**src/hdl/spa_pkg.sv**
```systemverilog
// Shared types and constants for the sync-driven pixel averager.
package spa_pkg;

    // Event codes on the func input.
    localparam logic [1:0] FUNC_SAMPLE = 2'd0;
    localparam logic [1:0] FUNC_PIXEL  = 2'd1;
    localparam logic [1:0] FUNC_LINE   = 2'd2;
    localparam logic [1:0] FUNC_FRAME  = 2'd3;

    // Configuration register indexes.
    localparam int unsigned CFG_IDX_BITS  = 2;
    localparam int unsigned CFG_DATA_BITS = 13;
    localparam logic [CFG_IDX_BITS-1:0] CFG_FIRST_ACTIVE = 2'd0;
    localparam logic [CFG_IDX_BITS-1:0] CFG_ACTIVE_WIDTH = 2'd1;

    // Fixed field widths.
    localparam int unsigned FUNC_BITS     = 2;
    localparam int unsigned SAMPLE_IN_BITS = 12;
    localparam int unsigned FAP_BITS      = 12;
    localparam int unsigned AW_BITS       = 13;
    localparam int unsigned COLUMN_BITS   = 12;
    localparam int unsigned POS_BITS      = 16;
    localparam int unsigned MEAN_BITS     = 12;

    // Reset values and limits.
    localparam logic [FAP_BITS-1:0]  FAP_RESET         = 12'd44;
    localparam logic [AW_BITS-1:0]   AW_RESET          = 13'd512;
    localparam logic [POS_BITS-1:0]  FRAME_PIXEL_START = 16'd2;
    localparam logic [POS_BITS-1:0]  POS_MAX           = 16'hFFFF;
    localparam logic [MEAN_BITS-1:0] MEAN_MAX          = 12'hFFF;

    // Controller states.
    typedef enum logic [1:0] {
        ST_IDLE,
        ST_DIVIDE,
        ST_FINISH
    } state_t;

    // Commands from the controller to the datapath.
    typedef struct packed {
        logic take_item;
        logic start_div;
        logic div_step;
        logic mean_load;
    } ctrl_cmd_t;

    // Status from the datapath to the controller.
    typedef struct packed {
        logic in_window;
        logic count_zero;
    } dp_status_t;

endpackage

```
**src/hdl/spa_datapath.sv**
```systemverilog
// Datapath: configuration, sample accumulator, position counters, divider and result registers.
module spa_datapath #(
    parameter int unsigned SAMPLE_BITS = 12,
    parameter int unsigned COUNT_BITS  = 16
) (
    input  logic                                  clk,
    input  logic                                  rst_n,
    input  logic                                  wr_en,
    input  logic [spa_pkg::CFG_IDX_BITS-1:0]      wr_index,
    input  logic [spa_pkg::CFG_DATA_BITS-1:0]     wr_data,
    input  logic [spa_pkg::FUNC_BITS-1:0]         func,
    input  logic [spa_pkg::SAMPLE_IN_BITS-1:0]    sample_value,
    input  spa_pkg::ctrl_cmd_t                    cmd,
    output spa_pkg::dp_status_t                   status,
    output logic                                  is_frame_marker,
    output logic [spa_pkg::COLUMN_BITS-1:0]       column,
    output logic [spa_pkg::POS_BITS-1:0]          line_number,
    output logic [spa_pkg::MEAN_BITS-1:0]         mean_value,
    output logic                                  no_samples
);

    localparam int unsigned SUM_BITS  = SAMPLE_BITS + COUNT_BITS;
    localparam int unsigned SW        = (SAMPLE_BITS < spa_pkg::SAMPLE_IN_BITS) ?
                                        SAMPLE_BITS : spa_pkg::SAMPLE_IN_BITS;
    localparam int unsigned EXT_BITS  = (SAMPLE_BITS > spa_pkg::MEAN_BITS) ?
                                        SAMPLE_BITS : spa_pkg::MEAN_BITS;
    localparam int unsigned WEND_BITS = spa_pkg::AW_BITS + 1;
    localparam int unsigned CMP_BITS  = spa_pkg::POS_BITS + 1;

    logic [spa_pkg::FAP_BITS-1:0]  fap_reg, fap_next;
    logic [spa_pkg::AW_BITS-1:0]   aw_reg, aw_next;
    logic [SUM_BITS-1:0]           sum_reg, sum_next;
    logic [COUNT_BITS-1:0]         cnt_reg, cnt_next;
    logic [spa_pkg::POS_BITS-1:0]  pix_reg, pix_next;
    logic [spa_pkg::POS_BITS-1:0]  line_reg, line_next;

    logic [COUNT_BITS-1:0]         rem_reg, rem_next;
    logic [SAMPLE_BITS-1:0]        dq_reg, dq_next;
    logic [COUNT_BITS-1:0]         dvs_reg, dvs_next;

    logic                          marker_reg, marker_next;
    logic [spa_pkg::COLUMN_BITS-1:0] column_reg, column_next;
    logic [spa_pkg::POS_BITS-1:0]  line_out_reg, line_out_next;
    logic [spa_pkg::MEAN_BITS-1:0] mean_reg, mean_next;
    logic                          nos_reg, nos_next;

    logic [WEND_BITS-1:0]          window_end;
    logic [spa_pkg::POS_BITS-1:0]  pix_offset;
    logic [SAMPLE_BITS-1:0]        sample_ext;
    logic                          count_full;
    logic [COUNT_BITS:0]           trial;
    logic [COUNT_BITS:0]           trial_diff;
    logic                          trial_ge;
    logic [EXT_BITS-1:0]           quot_ext;
    logic [spa_pkg::MEAN_BITS-1:0] quot_sat;

    // Active window test against the current pixel counter.
    assign window_end = WEND_BITS'(fap_reg) + WEND_BITS'(aw_reg);
    assign status.in_window = (pix_reg >= spa_pkg::POS_BITS'(fap_reg)) &&
                              (CMP_BITS'(pix_reg) < CMP_BITS'(window_end));
    assign status.count_zero = (cnt_reg == '0);
    assign pix_offset = pix_reg - spa_pkg::POS_BITS'(fap_reg);

    // Sample conditioning and accumulator limit.
    assign sample_ext = SAMPLE_BITS'(sample_value[SW-1:0]);
    assign count_full = (cnt_reg == {COUNT_BITS{1'b1}});

    // One restoring division step per cycle.
    assign trial      = {rem_reg, dq_reg[SAMPLE_BITS-1]};
    assign trial_ge   = (trial >= {1'b0, dvs_reg});
    assign trial_diff = trial - {1'b0, dvs_reg};

    // Quotient clamped to the mean field.
    assign quot_ext = EXT_BITS'(dq_reg);
    assign quot_sat = (quot_ext > EXT_BITS'(spa_pkg::MEAN_MAX)) ?
                      spa_pkg::MEAN_MAX : quot_ext[spa_pkg::MEAN_BITS-1:0];

    // Next-state logic for configuration, accumulator and counters.
    always_comb
    begin
        fap_next  = fap_reg;
        aw_next   = aw_reg;
        sum_next  = sum_reg;
        cnt_next  = cnt_reg;
        pix_next  = pix_reg;
        line_next = line_reg;

        if (wr_en)
        begin
            case (wr_index)
                spa_pkg::CFG_FIRST_ACTIVE: fap_next = wr_data[spa_pkg::FAP_BITS-1:0];
                spa_pkg::CFG_ACTIVE_WIDTH: aw_next  = wr_data;
                default: ;
            endcase
        end

        if (cmd.take_item)
        begin
            case (func)
                spa_pkg::FUNC_SAMPLE:
                begin
                    if (!count_full)
                    begin
                        sum_next = sum_reg + SUM_BITS'(sample_ext);
                        cnt_next = cnt_reg + 1'b1;
                    end
                end
                spa_pkg::FUNC_PIXEL:
                begin
                    sum_next = '0;
                    cnt_next = '0;
                    if (pix_reg != spa_pkg::POS_MAX)
                    begin
                        pix_next = pix_reg + 1'b1;
                    end
                end
                spa_pkg::FUNC_LINE:
                begin
                    pix_next = '0;
                    if (line_reg != spa_pkg::POS_MAX)
                    begin
                        line_next = line_reg + 1'b1;
                    end
                end
                default:
                begin
                    line_next = '0;
                    pix_next  = spa_pkg::FRAME_PIXEL_START;
                end
            endcase
        end
    end

    // Next-value logic for the divider and result registers.
    always_comb
    begin
        rem_next      = rem_reg;
        dq_next       = dq_reg;
        dvs_next      = dvs_reg;
        marker_next   = marker_reg;
        column_next   = column_reg;
        line_out_next = line_out_reg;
        mean_next     = mean_reg;
        nos_next      = nos_reg;

        if (cmd.start_div)
        begin
            rem_next = sum_reg[SUM_BITS-1:SAMPLE_BITS];
            dq_next  = sum_reg[SAMPLE_BITS-1:0];
            dvs_next = cnt_reg;
        end
        else if (cmd.div_step)
        begin
            rem_next = trial_ge ? trial_diff[COUNT_BITS-1:0] : trial[COUNT_BITS-1:0];
            dq_next  = {dq_reg[SAMPLE_BITS-2:0], trial_ge};
        end

        // Record fields are staged when the event is taken.
        if (cmd.take_item && (func == spa_pkg::FUNC_FRAME))
        begin
            marker_next   = 1'b1;
            column_next   = '0;
            line_out_next = '0;
            mean_next     = '0;
            nos_next      = 1'b0;
        end
        else if (cmd.take_item && (func == spa_pkg::FUNC_PIXEL))
        begin
            marker_next   = 1'b0;
            column_next   = pix_offset[spa_pkg::COLUMN_BITS-1:0];
            line_out_next = line_reg;
            mean_next     = '0;
            nos_next      = status.count_zero;
        end
        else if (cmd.mean_load)
        begin
            mean_next = quot_sat;
        end
    end

    // Control-relevant state: configuration, accumulator and counters.
    always_ff @(posedge clk or negedge rst_n)
    begin
        if (!rst_n)
        begin
            fap_reg  <= spa_pkg::FAP_RESET;
            aw_reg   <= spa_pkg::AW_RESET;
            sum_reg  <= '0;
            cnt_reg  <= '0;
            pix_reg  <= '0;
            line_reg <= '0;
        end
        else
        begin
            fap_reg  <= fap_next;
            aw_reg   <= aw_next;
            sum_reg  <= sum_next;
            cnt_reg  <= cnt_next;
            pix_reg  <= pix_next;
            line_reg <= line_next;
        end
    end

    // Divider and result payload registers.
    always_ff @(posedge clk)
    begin
        rem_reg      <= rem_next;
        dq_reg       <= dq_next;
        dvs_reg      <= dvs_next;
        marker_reg   <= marker_next;
        column_reg   <= column_next;
        line_out_reg <= line_out_next;
        mean_reg     <= mean_next;
        nos_reg      <= nos_next;
    end

    assign is_frame_marker = marker_reg;
    assign column          = column_reg;
    assign line_number     = line_out_reg;
    assign mean_value      = mean_reg;
    assign no_samples      = nos_reg;

endmodule

```
**src/hdl/spa_controller.sv**
```systemverilog
// Controller: event sequencing, divider step count and result valid.
module spa_controller #(
    parameter int unsigned SAMPLE_BITS = 12
) (
    input  logic                          clk,
    input  logic                          rst_n,
    input  logic                          in_valid,
    output logic                          in_stall,
    input  logic [spa_pkg::FUNC_BITS-1:0] func,
    output logic                          out_valid,
    input  logic                          out_stall,
    input  spa_pkg::dp_status_t           status,
    output spa_pkg::ctrl_cmd_t            cmd
);

    localparam int unsigned STEP_BITS = $clog2(SAMPLE_BITS);

    spa_pkg::state_t        state_reg, state_next;
    logic [STEP_BITS-1:0]   step_reg, step_next;
    logic                   out_valid_reg, out_valid_next;
    logic                   makes_record;
    logic                   take;

    // Pixel edges and frame syncs may produce a record, so they wait for a free output.
    assign makes_record = (func == spa_pkg::FUNC_PIXEL) || (func == spa_pkg::FUNC_FRAME);
    assign in_stall     = (state_reg != spa_pkg::ST_IDLE) || (out_valid_reg && makes_record);
    assign take         = in_valid && !in_stall;

    // Next state and commands.
    always_comb
    begin
        state_next     = state_reg;
        step_next      = step_reg;
        out_valid_next = out_valid_reg && out_stall;
        cmd.take_item  = take;
        cmd.start_div  = 1'b0;
        cmd.div_step   = 1'b0;
        cmd.mean_load  = 1'b0;

        case (state_reg)
            spa_pkg::ST_IDLE:
            begin
                if (take && (func == spa_pkg::FUNC_FRAME))
                begin
                    out_valid_next = 1'b1;
                end
                else if (take && (func == spa_pkg::FUNC_PIXEL) && status.in_window)
                begin
                    if (status.count_zero)
                    begin
                        out_valid_next = 1'b1;
                    end
                    else
                    begin
                        cmd.start_div = 1'b1;
                        step_next     = STEP_BITS'(SAMPLE_BITS - 1);
                        state_next    = spa_pkg::ST_DIVIDE;
                    end
                end
            end
            spa_pkg::ST_DIVIDE:
            begin
                cmd.div_step = 1'b1;
                if (step_reg == '0)
                begin
                    state_next = spa_pkg::ST_FINISH;
                end
                else
                begin
                    step_next = step_reg - 1'b1;
                end
            end
            spa_pkg::ST_FINISH:
            begin
                cmd.mean_load  = 1'b1;
                out_valid_next = 1'b1;
                state_next     = spa_pkg::ST_IDLE;
            end
            default:
            begin
                state_next = spa_pkg::ST_IDLE;
            end
        endcase
    end

    // State, step counter and result valid.
    always_ff @(posedge clk or negedge rst_n)
    begin
        if (!rst_n)
        begin
            state_reg     <= spa_pkg::ST_IDLE;
            step_reg      <= '0;
            out_valid_reg <= 1'b0;
        end
        else
        begin
            state_reg     <= state_next;
            step_reg      <= step_next;
            out_valid_reg <= out_valid_next;
        end
    end

    assign out_valid = out_valid_reg;

`ifndef NO_ASSERTIONS
    // No new event enters while a division is in progress.
    a_busy_stalls: assert property (@(posedge clk) disable iff (!rst_n)
        (state_reg != spa_pkg::ST_IDLE) |-> in_stall)
        else $error("event accepted while divider busy");

    // The output slot is empty for the whole division.
    a_div_out_empty: assert property (@(posedge clk) disable iff (!rst_n)
        (state_reg == spa_pkg::ST_DIVIDE) |-> !out_valid_reg)
        else $error("result pending during division");

    // The finishing cycle always presents a record next.
    a_finish_valid: assert property (@(posedge clk) disable iff (!rst_n)
        (state_reg == spa_pkg::ST_FINISH) |=> out_valid_reg)
        else $error("averaged record not presented");

    // A record-producing event is never taken over a pending record.
    a_no_overwrite: assert property (@(posedge clk) disable iff (!rst_n)
        (take && makes_record) |-> !out_valid_reg)
        else $error("pending record overwritten");
`endif

endmodule

```
**src/hdl/sync_driven_pixel_averager.sv**
```systemverilog
// Top level of the sync-driven pixel averager: controller and datapath.
// Samples and line syncs make no record, nor does a pixel edge outside the active window.
// For a frame sync or an in-window pixel edge with no samples, the record is valid on
// the next cycle. An in-window pixel edge with samples runs the one-bit-per-cycle
// restoring divider through ST_DIVIDE and ST_FINISH; no event is taken until ST_IDLE.
// Pixel edges and frame syncs wait while a record is still pending at the output.
// rst_n clears counters, accumulator and control at once and loads the register defaults.
module sync_driven_pixel_averager #(
    parameter int unsigned SAMPLE_BITS = 12,
    parameter int unsigned COUNT_BITS  = 16
) (
    input  logic                                clk,
    input  logic                                rst_n,
    input  logic                                wr_en,
    input  logic [spa_pkg::CFG_IDX_BITS-1:0]    wr_index,
    input  logic [spa_pkg::CFG_DATA_BITS-1:0]   wr_data,
    input  logic                                in_valid,
    output logic                                in_stall,
    input  logic [spa_pkg::FUNC_BITS-1:0]       func,
    input  logic [spa_pkg::SAMPLE_IN_BITS-1:0]  sample_value,
    output logic                                out_valid,
    input  logic                                out_stall,
    output logic                                is_frame_marker,
    output logic [spa_pkg::COLUMN_BITS-1:0]     column,
    output logic [spa_pkg::POS_BITS-1:0]        line_number,
    output logic [spa_pkg::MEAN_BITS-1:0]       mean_value,
    output logic                                no_samples
);

    spa_pkg::ctrl_cmd_t  cmd;
    spa_pkg::dp_status_t status;

    // Sequencing of events and the divider.
    spa_controller #(
        .SAMPLE_BITS(SAMPLE_BITS)
    ) u_ctrl (
        .clk       (clk),
        .rst_n     (rst_n),
        .in_valid  (in_valid),
        .in_stall  (in_stall),
        .func      (func),
        .out_valid (out_valid),
        .out_stall (out_stall),
        .status    (status),
        .cmd       (cmd)
    );

    // Accumulation, counters, division and record fields.
    spa_datapath #(
        .SAMPLE_BITS(SAMPLE_BITS),
        .COUNT_BITS (COUNT_BITS)
    ) u_dp (
        .clk             (clk),
        .rst_n           (rst_n),
        .wr_en           (wr_en),
        .wr_index        (wr_index),
        .wr_data         (wr_data),
        .func            (func),
        .sample_value    (sample_value),
        .cmd             (cmd),
        .status          (status),
        .is_frame_marker (is_frame_marker),
        .column          (column),
        .line_number     (line_number),
        .mean_value      (mean_value),
        .no_samples      (no_samples)
    );

endmodule

```
**config.mk**
```make
export PLATFORM = sky130hd
export DESIGN_NAME = sync_driven_pixel_averager
export DESIGN_NICKNAME = d
export VERILOG_FILES = /design/src/hdl/spa_pkg.sv /design/src/hdl/spa_datapath.sv /design/src/hdl/spa_controller.sv /design/src/hdl/sync_driven_pixel_averager.sv
export SDC_FILE = /design/constraint.sdc
export NUM_CORES = 1
export LEC_CHECK = 0
export BUFFER_PORTS_ARGS = -buffer_cell sky130_fd_sc_hd__buf_2
export CAP_MARGIN = 20
export CORE_ASPECT_RATIO = 0.6
export CORE_MARGIN = 8
export CORE_UTILIZATION = 60
export CTS_CLUSTER_SIZE = 25
export DETAILED_ROUTE_END_ITERATION = 7
export PLACE_DENSITY = 0.79
export SLEW_MARGIN = 10
export SYNTH_ARGS = -nofsm -noshare
export SYNTH_HDL_FRONTEND = slang
export SYNTH_HIERARCHICAL = 1
export SYNTH_SLANG_ARGS = --single-unit
```
**constraint.sdc**
```tcl
create_clock -name clk -period 7.35 [get_ports clk]
set_input_delay 0.3675 -clock clk [delete_from_list [all_inputs] [get_ports clk]]
set_output_delay 0.3675 -clock clk [all_outputs]
set_load 0.03 [all_outputs]
```
==> results of run 1 <==
-- final cells by class --
class | count | share of cell area, %
well taps | 240 | 2.423
clock inverters | 14 | 1.141
multi-input cells | 836 | 47.82
flip-flops and latches | 194 | 39.29
inverters | 58 | 1.777
repair buffers | 87 | 3.916
clock buffers | 18 | 3.634
-- per-stage QoR --
stage               util [%]  area [um2]  instances
floorplan                  -       11160       1122
finish                 68.25       12400       1447
CTS                    68.17       12380       1446
global route           68.25       12400       1447
detailed placement     64.86       11780       1413
global placement       64.71       11750       1412
-- worst min-delay path: stages --
cell and delay (ns):
buf_2 0.09, nand2_1 0.04, o21ai_0 0.06
-- timing repair --
item | CTS | global route
endpoints found under the hold margin | 48 | 0
hold buffers | 1 | 0
endpoints found under the setup margin | 0 | 0
-- power by group through the flow --
| stage | Combinational (W) | Sequential (W) | Clock (W) |
|---|---|---|---|
| final | 0.000862 | 0.00132 | 0.000939 |
| after global routing | 0.000953 | 0.00133 | 0.000997 |
| after CTS | 0.000850 | 0.00131 | 0.000954 |
| after detailed placement | 0.000842 | 0.00133 | 0 |
| after global placement | 0.000819 | 0.00133 | 0 |
| after floorplan | 0.000616 | 0.00134 | 0 |
-- final timing paths --
check                           depth (start not counted)                to  slack (ns)             from
worst max-delay path                                   22  u_dp/rem_reg[13]        1.82  u_dp/fap_reg[0]
worst min register to register                          2    u_dp/column[0]        0.45   u_dp/column[0]
worst max register to register                         22  u_dp/rem_reg[13]        1.82  u_dp/fap_reg[0]
max in group asynchronous                               3  u_dp/sum_reg[15]        5.66            rst_n
worst min-delay path                                    3   u_dp/fap_reg[4]        0.14       wr_data[4]
min in group asynchronous                               2   u_dp/aw_reg[12]        0.50            rst_n
-- logic make-up after synthesis --
kind of cell	after synthesis	share of synthesized area, %
adders and majority gates	79	9.124
and+or+nand+nor	365	16.50
muxes	53	5.156
buffers and inverters	92	3.475
DFF	194	43.62
AOI/OAI and AO/OA	265	16.32
xor gates and xnor gates	74	5.806
-- cells in the final DEF (no fill, tap or decap), types with 5 or more instances in the layout --
cell type  instances
o21ai_0           72
mux2_2            33
nand2b_1          14
buf_4              9
clkbuf_16         18
inv_1             57
nand2_1           96
mux2i_1           17
nor2b_1           11
o21bai_1           6
a21oi_1           54
a211oi_1           9
or3_1             14
or2_2              5
xnor2_1           33
nand4_1           21
o31ai_1           14
a22o_1            22
edfxtp_1          44
nand3_1           21
nor4_1             7
nor2_1           106
buf_2             76
nor3_1            21
a31o_2             6
o21a_1            14
dfxtp_1           42
ha_1              75
xor2_1            41
and4_1             8
dfrtp_1          104
and3_1             7
a21o_1            18
-- per-layer routing --
layer	GRT usage, %	share of wire [%]	vias up
met5	0	0	-
met1	35.97	50	4236
met2	31.68	39	326
li1	-	-	4204
met3	7.249	9.7	28
met4	5.276	1.2	0
==> impl_metrics.yaml, run 1 <==
setup_path:
  critPathRequiredTime_ns: 7.55
  critPathBufInv: 2
  critPathCaptureType: "register"
  crit_path_max_incr_delay_ns: 0.56
  cp.arrival_ns: 5.72
  path_max_fanout: 30
  path_class: "reg -> reg"
  cp_cell_sequence: "ha_1 > fa_1 > a21o_1 > a21oi_1 > o21ai_0 > o211a_1 > o21a_1 > nor2_1 > xor2_1 > ha_1 > a21o_1 > a21oi_1 > nor2b_1 > o21ai_0 > nand2_1 > nor3_1 > nand3_1 > nor3_2 > buf_4 > buf_4 > nor2_2 > a221o_1"
  worst_setup_path_start_kind: "register"
  cp_top_family: "compound AO/OA/AOI/OAI gates"
  cp_slowest_cell: "nor3_1"
floorplanning:
  dieHeight_um: 121.7
  rows: 38
  io_pins: 78
  core_mm2: 0.01816
  initial_core_util_pct: 61.46
  die-area_mm2: 0.02337
  die_w_um: 192.1
clock_tree:
  clockBufferDepth: 2
  post_cts_buffers: 0
  cts_tree: "yes"
  clk_latency_ns: 0.45
  clkTransAtPathRegs_ns: 0.07
  ctsResizeCount: 0
  htree_levels: 4
  cts_made_buffers: 17
  root_buffer: "clkbuf_16"
  clkSinkCount: 194
sta:
  hold_viol: 0
  report.final.setup_viol: 0
  layout_setup_ws_ns: 1.824
  finalCritPeriodShare_pct: 75.18
  skew_ns: 0.01121
  tns_ns: 0
  fin_hold_ws_ns: 0.1442
  slew_violations: 0
  worst_slew_pin_slew_ns: 0.8350
  min_period_ns: 5.526
  fmax_ghz: 0.1810
  rsz0062_at_grt: "no"
  max_slew_margin_pct: 44.27
routing:
  drt-total-wl_um: 27090
  routedWlPerCell_um: 18.72
  vias_per_cell: 6.077
  dr_total_vias: 8794
  first_pass_iters: 6
  drc_errors: 0
  ant_nets: 0
  dr.first_iter.drc_count: 847
grt:
  grt_pass1_wl_um: 43710
  grt.total_usage_pct: 23.48
  grt_pass1_vias: 8177
  grt_remaining_overflow: 0
  antenna_found_initial: 0
  grt_max_degree: 60
placed_design:
  dp_slack_ns: 1.594
  dp_hpwl_um: 19890
  place_congestion: 0.9316
  port_buffers: 77
synthesis:
  syn_nets: 1235
  yosysUniqueCellTypes: 84
  syn-instance-count: 1122
  synth_top_area_share_pct: 23.31
  synth_flop_cell: "dfrtp_1"
  netlist_area_mm2: 0.01116
  async_flop_share_pct: 55.67
  yosysWarningCount: 6
  syn_area_per_cell_um2: 9.949
  synth.top_cells.by_area: "dfrtp_1 (23%), edfxtp_1 (12%), ha_1 (8.4%)"
  synth_edf_count: 44
  ys_seq_area_share_pct: 43.62
  yosys.area.top_type: "dfrtp_1"
  synth_seq_cells: 194
  yosysMostFrequentCell: "nor2_1"
  synthTopCellsByCount: "nor2_1 (107), dfrtp_1 (104), nand2_1 (96)"
cells_and_area:
  regArea_mm2: 0.004870
  syn2layout_area_growth_pct: 11.04
  final_layout_size_suffix_gt1_share_pct: 16.49
  largest_reg_flops: 28
  multi_input_area_mm2: 0.005928
  fillers: 1405
  final_nets: 1307
  antenna_cells: 0
power_and_ir_drop:
  ir_drop_uv: 201.1
  power.switching_w: 0.001052
  total_power_w: 0.003117
  power_density_mw_per_mm2: 251.4
  switching_share_pct: 33.75
  combPwrFrac_pct: 27.7
  power.leakage_nw: 5.509
  seqPwrFrac_pct: 42.2
  p_clk_share_pct: 30.1
  p_int_w: 0.002065
min_path:
  hp-class: "in -> reg"
run_status:
  outcome: "complete, no violations"
job:
  cap_violations: 0
Note: power is estimated with default switching activity, not from simulation.
==> run 2, diff against run 1 <==
==> constraint.sdc (replaced) <==
create_clock -name clk -period 5.2 [get_ports clk]
set_input_delay 0.26 -clock clk [delete_from_list [all_inputs] [get_ports clk]]
set_output_delay 0.26 -clock clk [all_outputs]
set_load 0.03 [all_outputs]
==> impl_metrics.yaml, run 2 (synthesis results as in run 1) <==
routing:
  first_pass_iters: 5
  routedWlPerCell_um: 17.72
  drt-total-wl_um: 25690
  wl_met1_um: 12680
  dr_total_vias: 8700
  wl_met3_um: 2036
  dr.first_iter.drc_count: 802
  drc_errors: 0
  vias_per_cell: 6.000
  ant_nets: 0
  top_layer: "met4"
  wl_met2_um: 10660
sta:
  max_slew_margin_pct: 33.84
  min_period_ns: 4.868
  slew_violations: 0
  fin_hold_ws_ns: 0.04460
  skew_ns: 0.01346
  report.final.setup_viol: 0
  worst_slew_pin_slew_ns: 0.9913
  rsz0062_at_grt: "no"
  hold_viol: 0
  finalCritPeriodShare_pct: 93.61
  fmax_ghz: 0.2054
  tns_ns: 0
cells_and_area:
  final_nets: 1310
  fin_util_pct: 68.18
  mostFrequentLayoutCells: "nor2_1 (106), dfrtp_1 (104), nand2_1 (96)"
  final_common_cell: "nor2_1"
  final_layout_size_suffix_gt1_share_pct: 16.53
  instances_no_fill: 1450
  antenna_cells: 0
  largest_reg_flops: 28
  syn2layout_area_growth_pct: 10.93
job:
  cap_violations: 0
floorplanning:
  io_pins: 78
  die_w_um: 192.1
  die-area_mm2: 0.02337
  dieHeight_um: 121.7
  rows: 38
  core_mm2: 0.01816
  initial_core_util_pct: 61.46
clock_tree:
  htree_levels: 4
  cts_made_buffers: 17
  clk_latency_ns: 0.44
  cts_tree: "yes"
  ctsResizeCount: 0
  root_buffer: "clkbuf_16"
  clockBufferDepth: 2
  clkSinkCount: 194
  clkTransAtPathRegs_ns: 0.07
grt:
  grt_pass1_wl_um: 42570
  grt_remaining_overflow: 0
  grt_max_degree: 65
  grt.total_usage_pct: 22.67
  grt_pass1_vias: 8266
  antenna_found_initial: 0
power_and_ir_drop:
  ir_drop_uv: 226.1
  total_power_w: 0.004331
  power_density_mw_per_mm2: 349.8
  power.leakage_nw: 5.491
placed_design:
  dp.cells: 1417
  dp_hpwl_um: 19370
  place_congestion: 0.8701
  port_buffers: 77
setup_path:
  critPathRequiredTime_ns: 5.38
  cp.arrival_ns: 5.05
  r2r_end: "u_dp/rem_reg[13]"
  worst_setup_path_start_kind: "register"
  critPathCaptureType: "register"
  crit_start: "u_dp/fap_reg[0]"
  reg2reg_slack_ns: 0.33
  path_max_fanout: 33
  r2r_cells: 22
  path_class: "reg -> reg"
  reg2reg_from: "u_dp/fap_reg[0]"
  crit_end: "u_dp/rem_reg[13]"
run_status:
  outcome: "complete, no violations"
min_path:
  hp-class: "in -> reg"
  min_path_cells: 3
run 2: cell type report:
type	count	area [um2]
multi-input cells	836	5937
clock buffers	19	454.2
clock inverters	13	97.59
flip-flops and latches	194	4870
repair buffers	90	504.2
fillers	1386	5779
well taps	240	300.3
inverters	58	220.2
run 2: repair_timing:
item | in CTS | in global routing
hold endpoints to repair | 59 | 0
hold buffers | 1 | 0
setup buffers | 0 | 0
run 2: worst min-delay path by stage:
stage | from | endpoint | slack, ns
6_report | wr_data[8] | u_dp/fap_reg[8] | 0.04
5_1_grt | wr_data[6] | u_dp/fap_reg[6] | 0.04
4_1_cts | wr_data[6] | u_dp/fap_reg[6] | 0.02
3_5_place_dp | rst_n | u_dp/aw_reg[2] | 0.41
3_3_place_gp | rst_n | u_dp/aw_reg[2] | 0.41
2_1_floorplan | rst_n | u_ctrl/out_valid | -0.04
run 2: layer usage:
layer	up-vias	GRT usage, %
li1	4220	-
met1	4159	33.96
met2	288	32.26
met3	33	5.537
met4	0	6.036
met5	-	0
run 2: critical path: stages (launching register included):
cell	delay, ns
dfrtp_1	0.40
ha_1	0.24
fa_1	0.41
a21o_1	0.20
a21oi_1	0.22
o21ai_0	0.20
o211a_1	0.26
o21a_1	0.17
nor2_1	0.12
xor2_1	0.17
ha_1	0.27
a21o_1	0.16
a21oi_1	0.13
nor2b_1	0.05
o21ai_0	0.13
nand2_1	0.07
nor3_1	0.21
buf_4	0.17
nand3_1	0.10
nor3_4	0.28
buf_12	0.23
nor2_2	0.07
a221o_1	0.32
run 2: stage by stage:
step                worst slack (ns)  area (um2)
detailed placement            0.3960       11820
global route                 0.06335       12380
floorplan                    0.03841       11180
global placement              0.5147       11800
finish                        0.3321       12380
CTS                           0.3785       12380
run 2: power by group:
| part | internal [W] | switching [W] | total, W |
|---|---|---|---|
| clock network | 0.000650 | 0.000599 | 0.00125 |
| registers | 0.00171 | 0.000135 | 0.00185 |
| logic | 0.000507 | 0.000724 | 0.00123 |
| total | 0.00287 | 0.00146 | 0.00433 |
